===== config.mk =====
export PLATFORM = sky130hd
export DESIGN_NAME = pedal_autocal_normalizer
export DESIGN_NICKNAME = d
export VERILOG_FILES = /design/src/design/pan_pkg.sv /design/src/design/pan_axis.sv /design/src/design/pan_div.sv /design/src/design/pedal_autocal_normalizer.sv
export SDC_FILE = /design/constraint.sdc
export NUM_CORES = 1
export LEC_CHECK = 0
export ABC_AREA = 0
export BUFFER_PORTS_ARGS = -buffer_cell sky130_fd_sc_hd__buf_2
export CORE_AREA = 4 4 199 346
export CTS_CLUSTER_DIAMETER = 150
export CTS_CLUSTER_SIZE = 16
export DETAILED_ROUTE_END_ITERATION = 10
export DIE_AREA = 0 0 203 350
export SLEW_MARGIN = 20
export SYNTH_ARGS = -nofsm -noshare
export SYNTH_HDL_FRONTEND = slang
export SYNTH_HIERARCHICAL = 1
export SYNTH_SLANG_ARGS = --single-unit

===== constraint.sdc =====
create_clock -name clk_i -period 4.75 [get_ports clk_i]
set_input_delay 0.95 -clock clk_i [delete_from_list [all_inputs] [get_ports clk_i]]
set_output_delay 0.95 -clock clk_i [all_outputs]
set_load 0.01 [all_outputs]

===== src/design/pan_pkg.sv =====
`timescale 1ns / 1ps
`default_nettype none

package pan_pkg;

  // configuration register file
  localparam int unsigned CFG_WIDTH  = 12;
  localparam int unsigned MASK_WIDTH = 3;
  localparam int unsigned ADDR_WIDTH = 2;
  localparam int unsigned NUM_AXES   = 3;

  // register indexes
  localparam logic [ADDR_WIDTH-1:0] REG_MIN_SPAN    = 2'd0;
  localparam logic [ADDR_WIDTH-1:0] REG_REST_FLOOR  = 2'd1;
  localparam logic [ADDR_WIDTH-1:0] REG_PRESS_DELTA = 2'd2;
  localparam logic [ADDR_WIDTH-1:0] REG_INVERT_MASK = 2'd3;

  // reset values
  localparam logic [CFG_WIDTH-1:0]  MIN_SPAN_RST    = 12'd200;
  localparam logic [CFG_WIDTH-1:0]  REST_FLOOR_RST  = 12'd2000;
  localparam logic [CFG_WIDTH-1:0]  PRESS_DELTA_RST = 12'd150;
  localparam logic [MASK_WIDTH-1:0] INVERT_MASK_RST = 3'd7;

  typedef struct packed {
    logic [CFG_WIDTH-1:0]  min_span;
    logic [CFG_WIDTH-1:0]  rest_floor;
    logic [CFG_WIDTH-1:0]  press_delta;
    logic [MASK_WIDTH-1:0] invert_mask;
  } cfg_t;

endpackage

`default_nettype wire


===== src/design/pan_axis.sv =====
`timescale 1ns / 1ps
`default_nettype none

module pan_axis import pan_pkg::*; #(
  parameter int unsigned ADC_WIDTH = 12
) (
  input  wire logic                 clk_i,
  input  wire logic                 rst_ni,
  input  wire logic                 learn_i,
  input  wire logic [ADC_WIDTH-1:0] raw_i,
  input  wire cfg_t                 cfg_i,
  output logic                      ready_o,
  output logic [ADC_WIDTH-1:0]      low_o,
  output logic [ADC_WIDTH-1:0]      high_o
);

  // compare width covering both sample and register values plus a carry
  localparam int unsigned SW = ((ADC_WIDTH > CFG_WIDTH) ? ADC_WIDTH : CFG_WIDTH) + 1;

  logic                 armed_q, armed_d;
  logic                 seen_q, seen_d;
  logic [ADC_WIDTH-1:0] rest_q, rest_d;
  logic [ADC_WIDTH-1:0] low_q, low_d;
  logic [ADC_WIDTH-1:0] high_q, high_d;

  logic [SW-1:0]          raw_ext, rest_ext, low_ext, high_ext;
  logic [SW-1:0]          floor_ext, delta_ext, span_ext;
  logic [ADC_WIDTH+2:0]   avg_sum;

  assign raw_ext   = {{(SW-ADC_WIDTH){1'b0}}, raw_i};
  assign rest_ext  = {{(SW-ADC_WIDTH){1'b0}}, rest_q};
  assign low_ext   = {{(SW-ADC_WIDTH){1'b0}}, low_q};
  assign high_ext  = {{(SW-ADC_WIDTH){1'b0}}, high_q};
  assign floor_ext = {{(SW-CFG_WIDTH){1'b0}}, cfg_i.rest_floor};
  assign delta_ext = {{(SW-CFG_WIDTH){1'b0}}, cfg_i.press_delta};
  assign span_ext  = {{(SW-CFG_WIDTH){1'b0}}, cfg_i.min_span};

  // 7/8 running average of the rest level
  assign avg_sum = {rest_q, 3'b000} - {3'b000, rest_q} + {3'b000, raw_i};

  // learning step
  always_comb begin
    armed_d = armed_q;
    seen_d  = seen_q;
    rest_d  = rest_q;
    low_d   = low_q;
    high_d  = high_q;
    if (learn_i) begin
      if (armed_q) begin
        if (raw_i < low_q) low_d = raw_i;
        if (raw_i > high_q) high_d = raw_i;
      end else if (raw_ext < floor_ext) begin
        seen_d = 1'b0;
      end else if (!seen_q) begin
        rest_d = raw_i;
        seen_d = 1'b1;
      end else if (rest_ext < raw_ext + delta_ext) begin
        rest_d = avg_sum[ADC_WIDTH+2:3];
      end else begin
        low_d   = (rest_q < raw_i) ? rest_q : raw_i;
        high_d  = (rest_q > raw_i) ? rest_q : raw_i;
        armed_d = 1'b1;
      end
    end
  end

  always_ff @(posedge clk_i or negedge rst_ni) begin
    if (!rst_ni) begin
      armed_q <= 1'b0;
      seen_q  <= 1'b0;
      rest_q  <= '0;
      low_q   <= '0;
      high_q  <= '0;
    end else begin
      armed_q <= armed_d;
      seen_q  <= seen_d;
      rest_q  <= rest_d;
      low_q   <= low_d;
      high_q  <= high_d;
    end
  end

  // armed with enough span
  assign ready_o = armed_q && (high_ext > low_ext + span_ext);
  assign low_o   = low_q;
  assign high_o  = high_q;

endmodule

`default_nettype wire


===== src/design/pan_div.sv =====
`timescale 1ns / 1ps
`default_nettype none

module pan_div #(
  parameter int unsigned ADC_WIDTH   = 12,
  parameter int unsigned LEVEL_WIDTH = 16
) (
  input  wire logic                   clk_i,
  input  wire logic                   rst_ni,
  input  wire logic                   start_i,
  input  wire logic [ADC_WIDTH-1:0]   num_i,
  input  wire logic [ADC_WIDTH-1:0]   span_i,
  output logic                        busy_o,
  output logic [LEVEL_WIDTH-1:0]      quot_o
);

  localparam int unsigned DW    = ADC_WIDTH + LEVEL_WIDTH;
  localparam int unsigned CNT_W = $clog2(LEVEL_WIDTH + 1);

  logic                   busy_q;
  logic [CNT_W-1:0]       cnt_q;
  logic [ADC_WIDTH-1:0]   rem_q, rem_d;
  logic [LEVEL_WIDTH-1:0] quo_q, quo_d;
  logic [ADC_WIDTH-1:0]   span_q;

  logic [DW-1:0]          dividend;
  logic [ADC_WIDTH:0]     partial;
  logic [ADC_WIDTH+1:0]   diff;
  logic                   ge;

  // num * (2^LEVEL_WIDTH - 1) as shift and subtract
  assign dividend = {num_i, {LEVEL_WIDTH{1'b0}}} - {{LEVEL_WIDTH{1'b0}}, num_i};

  // one restoring step per cycle
  assign partial = {rem_q, quo_q[LEVEL_WIDTH-1]};
  assign diff    = {1'b0, partial} - {2'b00, span_q};
  assign ge      = !diff[ADC_WIDTH+1];
  assign rem_d   = ge ? diff[ADC_WIDTH-1:0] : partial[ADC_WIDTH-1:0];
  assign quo_d   = {quo_q[LEVEL_WIDTH-2:0], ge};

  always_ff @(posedge clk_i or negedge rst_ni) begin
    if (!rst_ni) begin
      busy_q <= 1'b0;
      cnt_q  <= '0;
    end else if (start_i) begin
      busy_q <= 1'b1;
      cnt_q  <= CNT_W'(LEVEL_WIDTH);
    end else if (busy_q) begin
      cnt_q <= cnt_q - CNT_W'(1);
      if (cnt_q == CNT_W'(1)) busy_q <= 1'b0;
    end
  end

  // upper dividend bits are already below the span, so only the low bits iterate
  always_ff @(posedge clk_i) begin
    if (start_i) begin
      rem_q  <= dividend[DW-1:LEVEL_WIDTH];
      quo_q  <= dividend[LEVEL_WIDTH-1:0];
      span_q <= span_i;
    end else if (busy_q) begin
      rem_q <= rem_d;
      quo_q <= quo_d;
    end
  end

  assign busy_o = busy_q;
  assign quot_o = quo_q;

endmodule

`default_nettype wire


===== src/design/pedal_autocal_normalizer.sv =====
`timescale 1ns / 1ps
`default_nettype none

// Three-axis pedal auto-calibration and normalizer. Each transfer carries one
// filtered sample per axis; every axis first updates its calibration (rest
// tracking, arming on the first press, min/max growth) and then maps the same
// sample to a 0..2^LEVEL_WIDTH-1 fraction, with per-axis inversion and a 2%
// deadzone. The single shared divider produces one quotient bit per cycle
// and serves the three axes in turn, so an item's result is offered only
// after all three divisions. in_ready_o is high only while the block is
// idle; a finished result waits in the output register while the next input
// is taken. Calibration state clears on reset only; configuration writes
// take effect at once and belong in idle periods.
module pedal_autocal_normalizer import pan_pkg::*; #(
  parameter int unsigned ADC_WIDTH   = 12,
  parameter int unsigned LEVEL_WIDTH = 16
) (
  input  wire logic                   clk_i,
  input  wire logic                   rst_ni,
  // configuration
  input  wire logic                   cfg_we_i,
  input  wire logic [ADDR_WIDTH-1:0]  cfg_addr_i,
  input  wire logic [CFG_WIDTH-1:0]   cfg_data_i,
  // input channel
  input  wire logic                   in_valid_i,
  output logic                        in_ready_o,
  input  wire logic [ADC_WIDTH-1:0]   throttle_raw_i,
  input  wire logic [ADC_WIDTH-1:0]   brake_raw_i,
  input  wire logic [ADC_WIDTH-1:0]   clutch_raw_i,
  // output channel
  output logic                        out_valid_o,
  input  wire logic                   out_ready_i,
  output logic [LEVEL_WIDTH-1:0]      throttle_level_o,
  output logic [LEVEL_WIDTH-1:0]      brake_level_o,
  output logic [LEVEL_WIDTH-1:0]      clutch_level_o,
  output logic                        all_calibrated_o
);

  localparam logic [LEVEL_WIDTH-1:0] DEADZONE =
    LEVEL_WIDTH'((((2 ** LEVEL_WIDTH) - 1) * 2 + 99) / 100);
  localparam logic [1:0] LAST_AXIS = 2'(NUM_AXES - 1);

  // sequencer codes
  localparam logic [2:0] ST_IDLE  = 3'd0;
  localparam logic [2:0] ST_LEARN = 3'd1;
  localparam logic [2:0] ST_START = 3'd2;
  localparam logic [2:0] ST_WAIT  = 3'd3;
  localparam logic [2:0] ST_DONE  = 3'd4;

  logic [2:0] state_q, state_d;
  logic [1:0] axis_q, axis_d;
  cfg_t       cfg_q;

  logic [ADC_WIDTH-1:0]   raw_q   [NUM_AXES];
  logic [LEVEL_WIDTH-1:0] level_q [NUM_AXES];

  logic                   ready_w [NUM_AXES];
  logic [ADC_WIDTH-1:0]   low_w   [NUM_AXES];
  logic [ADC_WIDTH-1:0]   high_w  [NUM_AXES];

  logic                   in_xfer, out_xfer, load_out;
  logic                   div_start, div_busy;
  logic [ADC_WIDTH-1:0]   div_num, div_span, sel_raw, sel_low, sel_high;
  logic [LEVEL_WIDTH-1:0] div_quot, lvl_inv, lvl_fin;

  logic                   out_valid_q;
  logic [LEVEL_WIDTH-1:0] throttle_q, brake_q, clutch_q;
  logic                   all_cal_q;

  assign in_xfer    = in_valid_i && in_ready_o;
  assign out_xfer   = out_valid_q && out_ready_i;
  assign in_ready_o = (state_q == ST_IDLE);

  // configuration registers
  always_ff @(posedge clk_i or negedge rst_ni) begin
    if (!rst_ni) begin
      cfg_q.min_span    <= MIN_SPAN_RST;
      cfg_q.rest_floor  <= REST_FLOOR_RST;
      cfg_q.press_delta <= PRESS_DELTA_RST;
      cfg_q.invert_mask <= INVERT_MASK_RST;
    end else if (cfg_we_i) begin
      unique case (cfg_addr_i)
        REG_MIN_SPAN:    cfg_q.min_span    <= cfg_data_i;
        REG_REST_FLOOR:  cfg_q.rest_floor  <= cfg_data_i;
        REG_PRESS_DELTA: cfg_q.press_delta <= cfg_data_i;
        REG_INVERT_MASK: cfg_q.invert_mask <= cfg_data_i[MASK_WIDTH-1:0];
        default: ;
      endcase
    end
  end

  // input sample capture
  always_ff @(posedge clk_i) begin
    if (in_xfer) begin
      raw_q[0] <= throttle_raw_i;
      raw_q[1] <= brake_raw_i;
      raw_q[2] <= clutch_raw_i;
    end
  end

  // per-axis calibration state
  for (genvar a = 0; a < NUM_AXES; a++) begin : g_axis
    pan_axis #(
      .ADC_WIDTH(ADC_WIDTH)
    ) u_axis (
      .clk_i  (clk_i),
      .rst_ni (rst_ni),
      .learn_i(state_q == ST_LEARN),
      .raw_i  (raw_q[a]),
      .cfg_i  (cfg_q),
      .ready_o(ready_w[a]),
      .low_o  (low_w[a]),
      .high_o (high_w[a])
    );
  end

  // operand select for the current axis
  assign sel_raw  = raw_q[axis_q];
  assign sel_low  = low_w[axis_q];
  assign sel_high = high_w[axis_q];
  assign div_num  = (sel_raw > sel_low) ? (sel_raw - sel_low) : '0;
  assign div_span = sel_high - sel_low;

  pan_div #(
    .ADC_WIDTH  (ADC_WIDTH),
    .LEVEL_WIDTH(LEVEL_WIDTH)
  ) u_div (
    .clk_i  (clk_i),
    .rst_ni (rst_ni),
    .start_i(div_start),
    .num_i  (div_num),
    .span_i (div_span),
    .busy_o (div_busy),
    .quot_o (div_quot)
  );

  // inversion, deadzone and readiness gate
  assign lvl_inv = cfg_q.invert_mask[axis_q] ? ~div_quot : div_quot;
  assign lvl_fin = (!ready_w[axis_q] || (lvl_inv < DEADZONE)) ? '0 : lvl_inv;

  // sequencer
  always_comb begin
    state_d   = state_q;
    axis_d    = axis_q;
    div_start = 1'b0;
    load_out  = 1'b0;
    unique case (state_q)
      ST_IDLE: begin
        if (in_valid_i) state_d = ST_LEARN;
      end
      ST_LEARN: begin
        axis_d  = '0;
        state_d = ST_START;
      end
      ST_START: begin
        div_start = 1'b1;
        state_d   = ST_WAIT;
      end
      ST_WAIT: begin
        if (!div_busy) begin
          if (axis_q == LAST_AXIS) begin
            state_d = ST_DONE;
          end else begin
            axis_d  = axis_q + 2'd1;
            state_d = ST_START;
          end
        end
      end
      ST_DONE: begin
        if (!out_valid_q || out_ready_i) begin
          load_out = 1'b1;
          state_d  = ST_IDLE;
        end
      end
      default: state_d = ST_IDLE;
    endcase
  end

  always_ff @(posedge clk_i or negedge rst_ni) begin
    if (!rst_ni) begin
      state_q <= ST_IDLE;
      axis_q  <= '0;
    end else begin
      state_q <= state_d;
      axis_q  <= axis_d;
    end
  end

  // per-axis level staging
  always_ff @(posedge clk_i) begin
    if (state_q == ST_WAIT && !div_busy) level_q[axis_q] <= lvl_fin;
  end

  // output register
  always_ff @(posedge clk_i or negedge rst_ni) begin
    if (!rst_ni) begin
      out_valid_q <= 1'b0;
    end else if (load_out) begin
      out_valid_q <= 1'b1;
    end else if (out_xfer) begin
      out_valid_q <= 1'b0;
    end
  end

  always_ff @(posedge clk_i) begin
    if (load_out) begin
      throttle_q <= level_q[0];
      brake_q    <= level_q[1];
      clutch_q   <= level_q[2];
      all_cal_q  <= ready_w[0] && ready_w[1] && ready_w[2];
    end
  end

  assign out_valid_o      = out_valid_q;
  assign throttle_level_o = throttle_q;
  assign brake_level_o    = brake_q;
  assign clutch_level_o   = clutch_q;
  assign all_calibrated_o = all_cal_q;

endmodule

`default_nettype wire


Word-level counts from Yosys, hierarchy flattened
Memories as Yosys holds them, arrays and structs flattened. A register that Yosys moved wholly into a read port is not among the register bits.
Index checks and enable logic that the tools add are counted.
Cells by class
  add/subtract/negate cells: 18
  magnitude comparators: 25
  eq/ne operators: 28
  mux-type cells: 98
  bitwise logic cells: 8
  reduce and logical (&&, ||, !) cells: 40
Operators with widths (count)
  two-way mux 12 bit: 50
  < comparator 12 bit: 9
  > comparator 12 bit: 7
  adder 12 x 12 -> 13 bit: 6
  two-way mux 16 bit: 4
  binary-select mux 12 bit (select 2 bit): 2
  adder 15 x 12 -> 15 bit: 3
  subtractor 15 x 12 -> 15 bit: 3
  > comparator 12 x 13 -> 1 bit: 3
  < comparator 12 x 13 -> 1 bit: 3
  two-way mux 1 bit: 30
  AND reduction 5 bit: 6
  subtractor 28 x 12 -> 28 bit: 1
  inequality test 2 bit (second input constant): 13
  subtractor 12 bit: 2
  < comparator 16 x 11 -> 1 bit (second input constant): 1
  inverter 16 bit: 1
  one-hot mux 3 bit (5 select lines): 1
  AND reduction 2 bit: 7
  subtractor 13 x 12 -> 14 bit: 1
  two-way mux 3 bit: 4
  inequality test 2 x 1 -> 1 bit (second input constant): 6
  AND reduction 4 bit: 3
  nonzero test 2 bit: 6
  other kinds (22): 45
Storage, ports and cells
  register bits after elaboration: 206
  memory bits (writable): 84
  output and inout bits: 51
  word-level logic and storage cells: 247
  memories: 2
Memory list
  level_q: depth 3, bits a word 16, rd ports 3, clocked after memory_dff 3, wr ports 1, line pedal_autocal_normalizer.sv:55  | logic [LEVEL_WIDTH-1:0] level_q [NUM_AXES];
  raw_q: depth 3, bits a word 12, rd ports 4, clocked after memory_dff 0, wr ports 3, line pedal_autocal_normalizer.sv:54  | logic [ADC_WIDTH-1:0] raw_q [NUM_AXES];

Depth between registers and ports, before layout
  depth in word-level cells: 9
  mapped depth: 22
  gate-level depth less buffers: 21

Cells and area by module
The synthesis kept the hierarchy.
Modules (own cells, without submodules)
  pedal_autocal_normalizer: times used 1, cells an instance 592, area an instance 8096.5 µm², seq. area each 5139.9 µm²
  pan_axis at g_axis[2].u_axis: times used 1, cells an instance 607, area an instance 5348.9 µm², seq. area each 950.9 µm²
  pan_axis at g_axis[1].u_axis: times used 1, cells an instance 608, area an instance 5308.8 µm², seq. area each 950.9 µm²
  pan_axis at g_axis[0].u_axis: times used 1, cells an instance 569, area an instance 5170.0 µm², seq. area each 950.9 µm²
  pan_div: times used 1, cells an instance 275, area an instance 2884.0 µm², seq. area each 1351.3 µm²

Worst setup path before layout
No wires, ideal clock.
  path kind: register to register
  start point: reg axis_q[0]
  end point: reg u_div.quo_q[11] (netlist: u_div/quot_o[11]) (data pin)
  library setup time: 0.260 ns
  arrival: 4.614 ns
  slack: -0.124 ns
  stages on the path, launching flop included: 22
  buffers on the path: 5
  period minus slack after synthesis: 4.874 ns
  path through: dfrtp_1 buf_2 buf_2 buf_2 mux2i_1 nor2_1 a21oi_1 ha_1 inv_1 fa_1 a211oi_1 o21ai_0 nand3b_1 a21bo_2 buf_4 nor2_1 buf_6 or4_4 or3_4 or3_4 xor2_1 mux2_4
On the way
  word-level cells in the longest chain between the ends: 8
  elaborated cells between the ends (all ways): 10
  classes of those cells: 2 x add/sub; 1 x order compare; 5 x mux; 1 x bitwise; 1 x memory
RTL lines
  from (decl): line pedal_autocal_normalizer.sv:51  | logic [1:0] axis_q, axis_d;
  from (signal assigned): line pedal_autocal_normalizer.sv:185  | axis_q <= axis_d;
  inverter 2 -> 3 bit (implied by the code): line pedal_autocal_normalizer.sv:119  | assign sel_low = low_w[axis_q];
  binary-select mux 12 bit (select 2 bit): line pedal_autocal_normalizer.sv:119
  two-way mux 12 bit (implied by the code) (2 in series): line pedal_autocal_normalizer.sv:119
  subtractor 12 bit / > comparator 12 bit (equally long branches): line pedal_autocal_normalizer.sv:121  | assign div_num = (sel_raw > sel_low) ? (sel_raw - sel_low) : '0;
  two-way mux 12 bit *: line pedal_autocal_normalizer.sv:121
  named net div_num[5]: line pedal_autocal_normalizer.sv:63  | logic [ADC_WIDTH-1:0] div_num, div_span, sel_raw, sel_low, sel_high;
  subtractor 28 x 12 -> 28 bit *: line pan_div.sv:32  | assign dividend = {num_i, {LEVEL_WIDTH{1'b0}}} - {{LEVEL_WIDTH{1'b0}}, num_i};
  two-way mux 16 bit *: line pan_div.sv:56  | if (start_i) begin
  to (signal assigned): line pan_div.sv:58  | quo_q <= dividend[LEVEL_WIDTH-1:0];
  to (signal assigned): line pan_div.sv:62  | quo_q <= quo_d;
  to (decl): line pan_div.sv:23  | logic [LEVEL_WIDTH-1:0] quo_q, quo_d;
The timed path passes the listed nets; every way through them passes the cells marked *. The select of a mux whose other input is x is not followed.
A chain may end at the register's enable or synchronous reset.

Worst setup path after layout
  start point: reg axis_q[0]
  end point: reg u_div.rem_q[9] (data pin)
On the way
  word-level cells in the longest chain between the ends: 8
  elaborated cells between the ends (all ways): 10
  classes of those cells: 2 x add/sub; 1 x order compare; 5 x mux; 1 x bitwise; 1 x memory
RTL lines
  inverter 2 -> 3 bit (implied by the code): line pedal_autocal_normalizer.sv:119
  binary-select mux 12 bit (select 2 bit): line pedal_autocal_normalizer.sv:119
  two-way mux 12 bit (implied by the code) (2 in series): line pedal_autocal_normalizer.sv:119
  subtractor 12 bit / > comparator 12 bit (equally long branches): line pedal_autocal_normalizer.sv:121
  two-way mux 12 bit *: line pedal_autocal_normalizer.sv:121
  named net div_num[7]: line pedal_autocal_normalizer.sv:63
  subtractor 28 x 12 -> 28 bit *: line pan_div.sv:32
  two-way mux 12 bit *: line pan_div.sv:56
  to (signal assigned): line pan_div.sv:57  | rem_q <= dividend[DW-1:LEVEL_WIDTH];
  to (signal assigned): line pan_div.sv:61  | rem_q <= rem_d;
  to (decl): line pan_div.sv:22  | logic [ADC_WIDTH-1:0] rem_q, rem_d;
Marks and branches as above.

==> summary.md <==
| Metric | Value |
|---|---|
| Status | finished clean |
| Slew HR | 0.2805 |
| Die H | 350 um |
| Warnings, synthesis | 6 |
| Critical Path RT | 5.06 ns |
| Commonest non-fill, non-tap cell in the layout | ha_1 |
| Reg2Reg Depth | 16 |
| Post-route cell area | 0.03009 mm^2 |
| R2R Setup Slk | roughly 0.14 ns |
| Clk root buf | clkbuf_16 |
| Fin nets | ~3300 |
| Area share of the largest cell type after synthesis | 0.1938 |
| Register area share after synthesis | 0.3485 |
| Maximum clock rate | 216.8 MHz |
| Post-Syn Area per Cell | 10.11 um^2 |
| Synth Area in Adders | 0.1977 |
| Gpl congestion | 1.006 |
| Synth Cell Area | roughly 0.027 mm^2 |
| Crit path from | axis_q[0] |
| Chip Width | 203 um |
| Async SR Flop Fraction | 0.4882 |
| Crit start category | flop |
| Area after DPL | between 0.02 and 0.03 mm^2 |
| Worst min path class | in2async |
| Pwr dens | 647.9 mW/mm^2 |
| Post-Layout Cell Count | between 3000 and 4000 |
| CTS tree | built |
| Crit Path Max Fanout | 13 |
| Largest cells by area after synthesis | edfxtp_1 (19%), ha_1 (17%), dfrtp_1 (14%) |
| Largest net degree at the start of global routing | 87 |
| Ports | between 100 and 150 |
| Core area | approximately 0.066 mm^2 |
| Share of layout cells above drive strength 1 | 0.1572 |
| Arrival time worst endpoint | 4.93 ns |
| Post-synth top area cell | edfxtp_1 |
| Clock Latency Late Sink | 0.59 ns |
| Ys flop type | edfxtp_1 |
| Critical path endpoint category | flop |
| Unique cell type count in the Yosys netlist | 111 |
| H-tree Lvls | 1 |
| Crit path time final | about 4.6 ns |
| Count of input and output buffers | 105 |
| Global-route wire length before repair | 128.7 mm |
| # setup viols final | 0 |
| Global route overflow | 0 |
| Worst Setup EP | u_div/rem_q[9] |
| R2r endpoint | u_div/rem_q[9] |
| Post-Route WL | 85.02 mm |
| Final cycle utilization of the critical path | 0.9712 |
| Drt first pass iters | 7 |
| Post-synthesis simple-gate area fraction | 0.1185 |
| XOR/XNOR share of the synthesized area | 0.04476 |
| CTS Buffer Depth | 3 |
| Leak Pwr | 13.72 nW |
| Number of global-route vias before repair | 22060 |
| Die ar. | 0.07105 mm^2 |
| Slew @ Worst Pin | 1.079 ns |
| DP HPWL | between 60 and 70 mm |
| Global Route Usage Sum | 0.2343 |
| # hold bufs at CTS | 0 |
| FF+latch count, synth | roughly 340 |
| Vias | approximately 21000 |
| Slew Viols, Final | 0 |
| # rows | 125 |
| Sink Count | 338 |
| Vias per cell | roughly 5.7 |
| Maxcap violations | 0 |
| Initial Util | 0.4052 |
| Antenna violations before repair | 3 |
| Detailed Route Iter0 Violations | 1099 |
| Clk_skew | roughly 0.031 ns |
| TritonCTS buffer count | 25 |
| Area growth syn-to-layout | 12.23% |
| Crit path kind | reg2reg |
| Commonest cells after routing, fill and taps aside | ha_1 (364), inv_1 (296), mux2i_1 (190), edfxtp_1 (173), nor2_1 (151) |
| Post-synth EDFFs | 173 |
| Routed Antenna Nets | 0 |
| Main combinational cell family by area after synthesis | adder cells |
| Worst r2r src | axis_q[0] |
| Cells after synthesis | about 2700 |
| Synth Net Count | a little over 3000 |
| Post-synthesis mux area share | 0.09376 |
| VDD IR max | 0.3435 mV |
| Final hold violation count | 0 |
| Inst Count DP | 3683 |
| Worst-path clk slew | ~0.080 ns |
| Compound-Gate Fraction of Synth Area | 0.1422 |
| Post-DR wirelength/cell | 22.70 um |
| Post-route DRC violation count | 0 |
-- worst max-delay path, cell delays in order, from the launching register on --
cell,delay [ns]
dfrtp_2,0.47
buf_2,0.19
nor2b_4,0.15
buf_6,0.17
a21oi_1,0.11
ha_1,0.33
and4_1,0.24
nand3_1,0.12
or3_1,0.42
a21bo_4,0.27
nor2_1,0.09
or4_4,0.56
or3_4,0.39
nor4_4,0.35
nor3_1,0.15
a41oi_1,0.21
o31ai_1,0.10
-- routing by layer --
layer  track usage  part of all wire  up-vias
met5             0           0.00015        -
met4        0.1722             0.092        2
met3       0.02141             0.039      290
met2        0.4384              0.52      631
met1        0.2408              0.35    10390
li1              -                 -     9969
-- cells in the mapped netlist (all sizes together) (37+ instances only) --
library cell,instances
nor3,60
a21oi,158
nor2,167
nand3,45
nor2b,37
o21ai,125
mux2,54
xnor2,78
ha,366
xor2,59
edfxtp,173
nand2,115
inv,296
a21o,61
dfrtp,149
mux2i,190
-- metrics by stage --
stage / hold WS (ns) / utilization / worst slack (ns) / power (mW) / setup TNS, ns
2_1_floorplan: 0.4003 / - / 0.01982 / 13.77 / 0
3_3_place_gp: 0.4046 / 0.4374 / -0.07074 / 16.72 / -1.297
3_5_place_dp: 0.4045 / 0.4374 / -0.1598 / 17.11 / -5.491
4_1_cts: 0.2877 / 0.4490 / 0.01810 / 19.31 / 0
5_1_grt: 0.3169 / 0.4547 / -0.03407 / 21.13 / -0.7345
6_report: 0.2961 / 0.4548 / 0.1367 / 19.49 / 0
-- power by group --
group,internal [mW],switching (mW)
combinational,5.37,6.72
sequential,4.00,1.31
clock,0.999,1.10
total,10.4,9.13
-- how the worst min path moves through the flow --
| stage | startpoint | to | slack, ns | cells past startpoint |
|---|---|---|---|---|
| finish | rst_ni | g_axis[1].u_axis/rest_q[3] | 0.30 | 1 |
| global route | rst_ni | g_axis[1].u_axis/rest_q[3] | 0.32 | 1 |
| floorplan | level_q[1][0] | brake_level_o[0] | 0.40 | 0 |
| CTS | rst_ni | g_axis[1].u_axis/rest_q[3] | 0.29 | 1 |
| detailed placement | level_q[1][6] | brake_level_o[6] | 0.40 | 0 |
| global placement | level_q[1][2] | brake_level_o[2] | 0.40 | 0 |
-- state kept, by name, indices dropped and copies added, names as in the netlist --
| signal | count |
|---|---|
| state_q | 3 |
| level_q | 48 |
| u_div/span_q | 12 |
| g_axis.u_axis/seen_q | 3 |
| g_axis.u_axis/high_o | 36 |
| axis_q | 2 |
| brake_level_o | 16 |
| g_axis.u_axis/low_o | 36 |
| u_div/quot_o | 16 |
| clutch_level_o | 16 |
| raw_q | 36 |
| cfg_q | 39 |
| all_calibrated_o | 1 |
| u_div/busy_o | 1 |
| throttle_level_o | 16 |
| out_valid_o | 1 |
| u_div/cnt_q | 5 |
| g_axis.u_axis/armed_q | 3 |
| g_axis.u_axis/rest_q | 36 |
| u_div/rem_q | 12 |
-- timing repair --
item / CTS / global route
gates resized for setup: 9 / 61
buffers inserted: 3 / 13
pin swaps: 1 / 27
cloned: 0 / 1
setup endpoints to repair: 53 / 90
endpoints found under the hold margin: 0 / 0
-- cell families (layout without fill, tap and decap cells) --
group	Yosys count	count (layout)
AO/OA/AOI/OAI	561	561
adder cells (fa/ha/maj)	402	402
XOR/XNOR	137	137
buffers and inverters	360	565
AND/OR/NAND/NOR	609	609
flip-flops	338	338
other	0	1
multiplexers	244	244
-- final cells by class --
cell class                 count  area [um^2]
fill                        6269        36070
multi-input combinational   1953        16280
clock inverter                 2        25.02
timing repair buffer         223         1506
antenna                        1        2.502
sequential                   338         9348
tap                          889         1112
clock buffer                  43        693.2
inverter                     297         1115
Note: power is estimated with default switching activity, not from simulation.
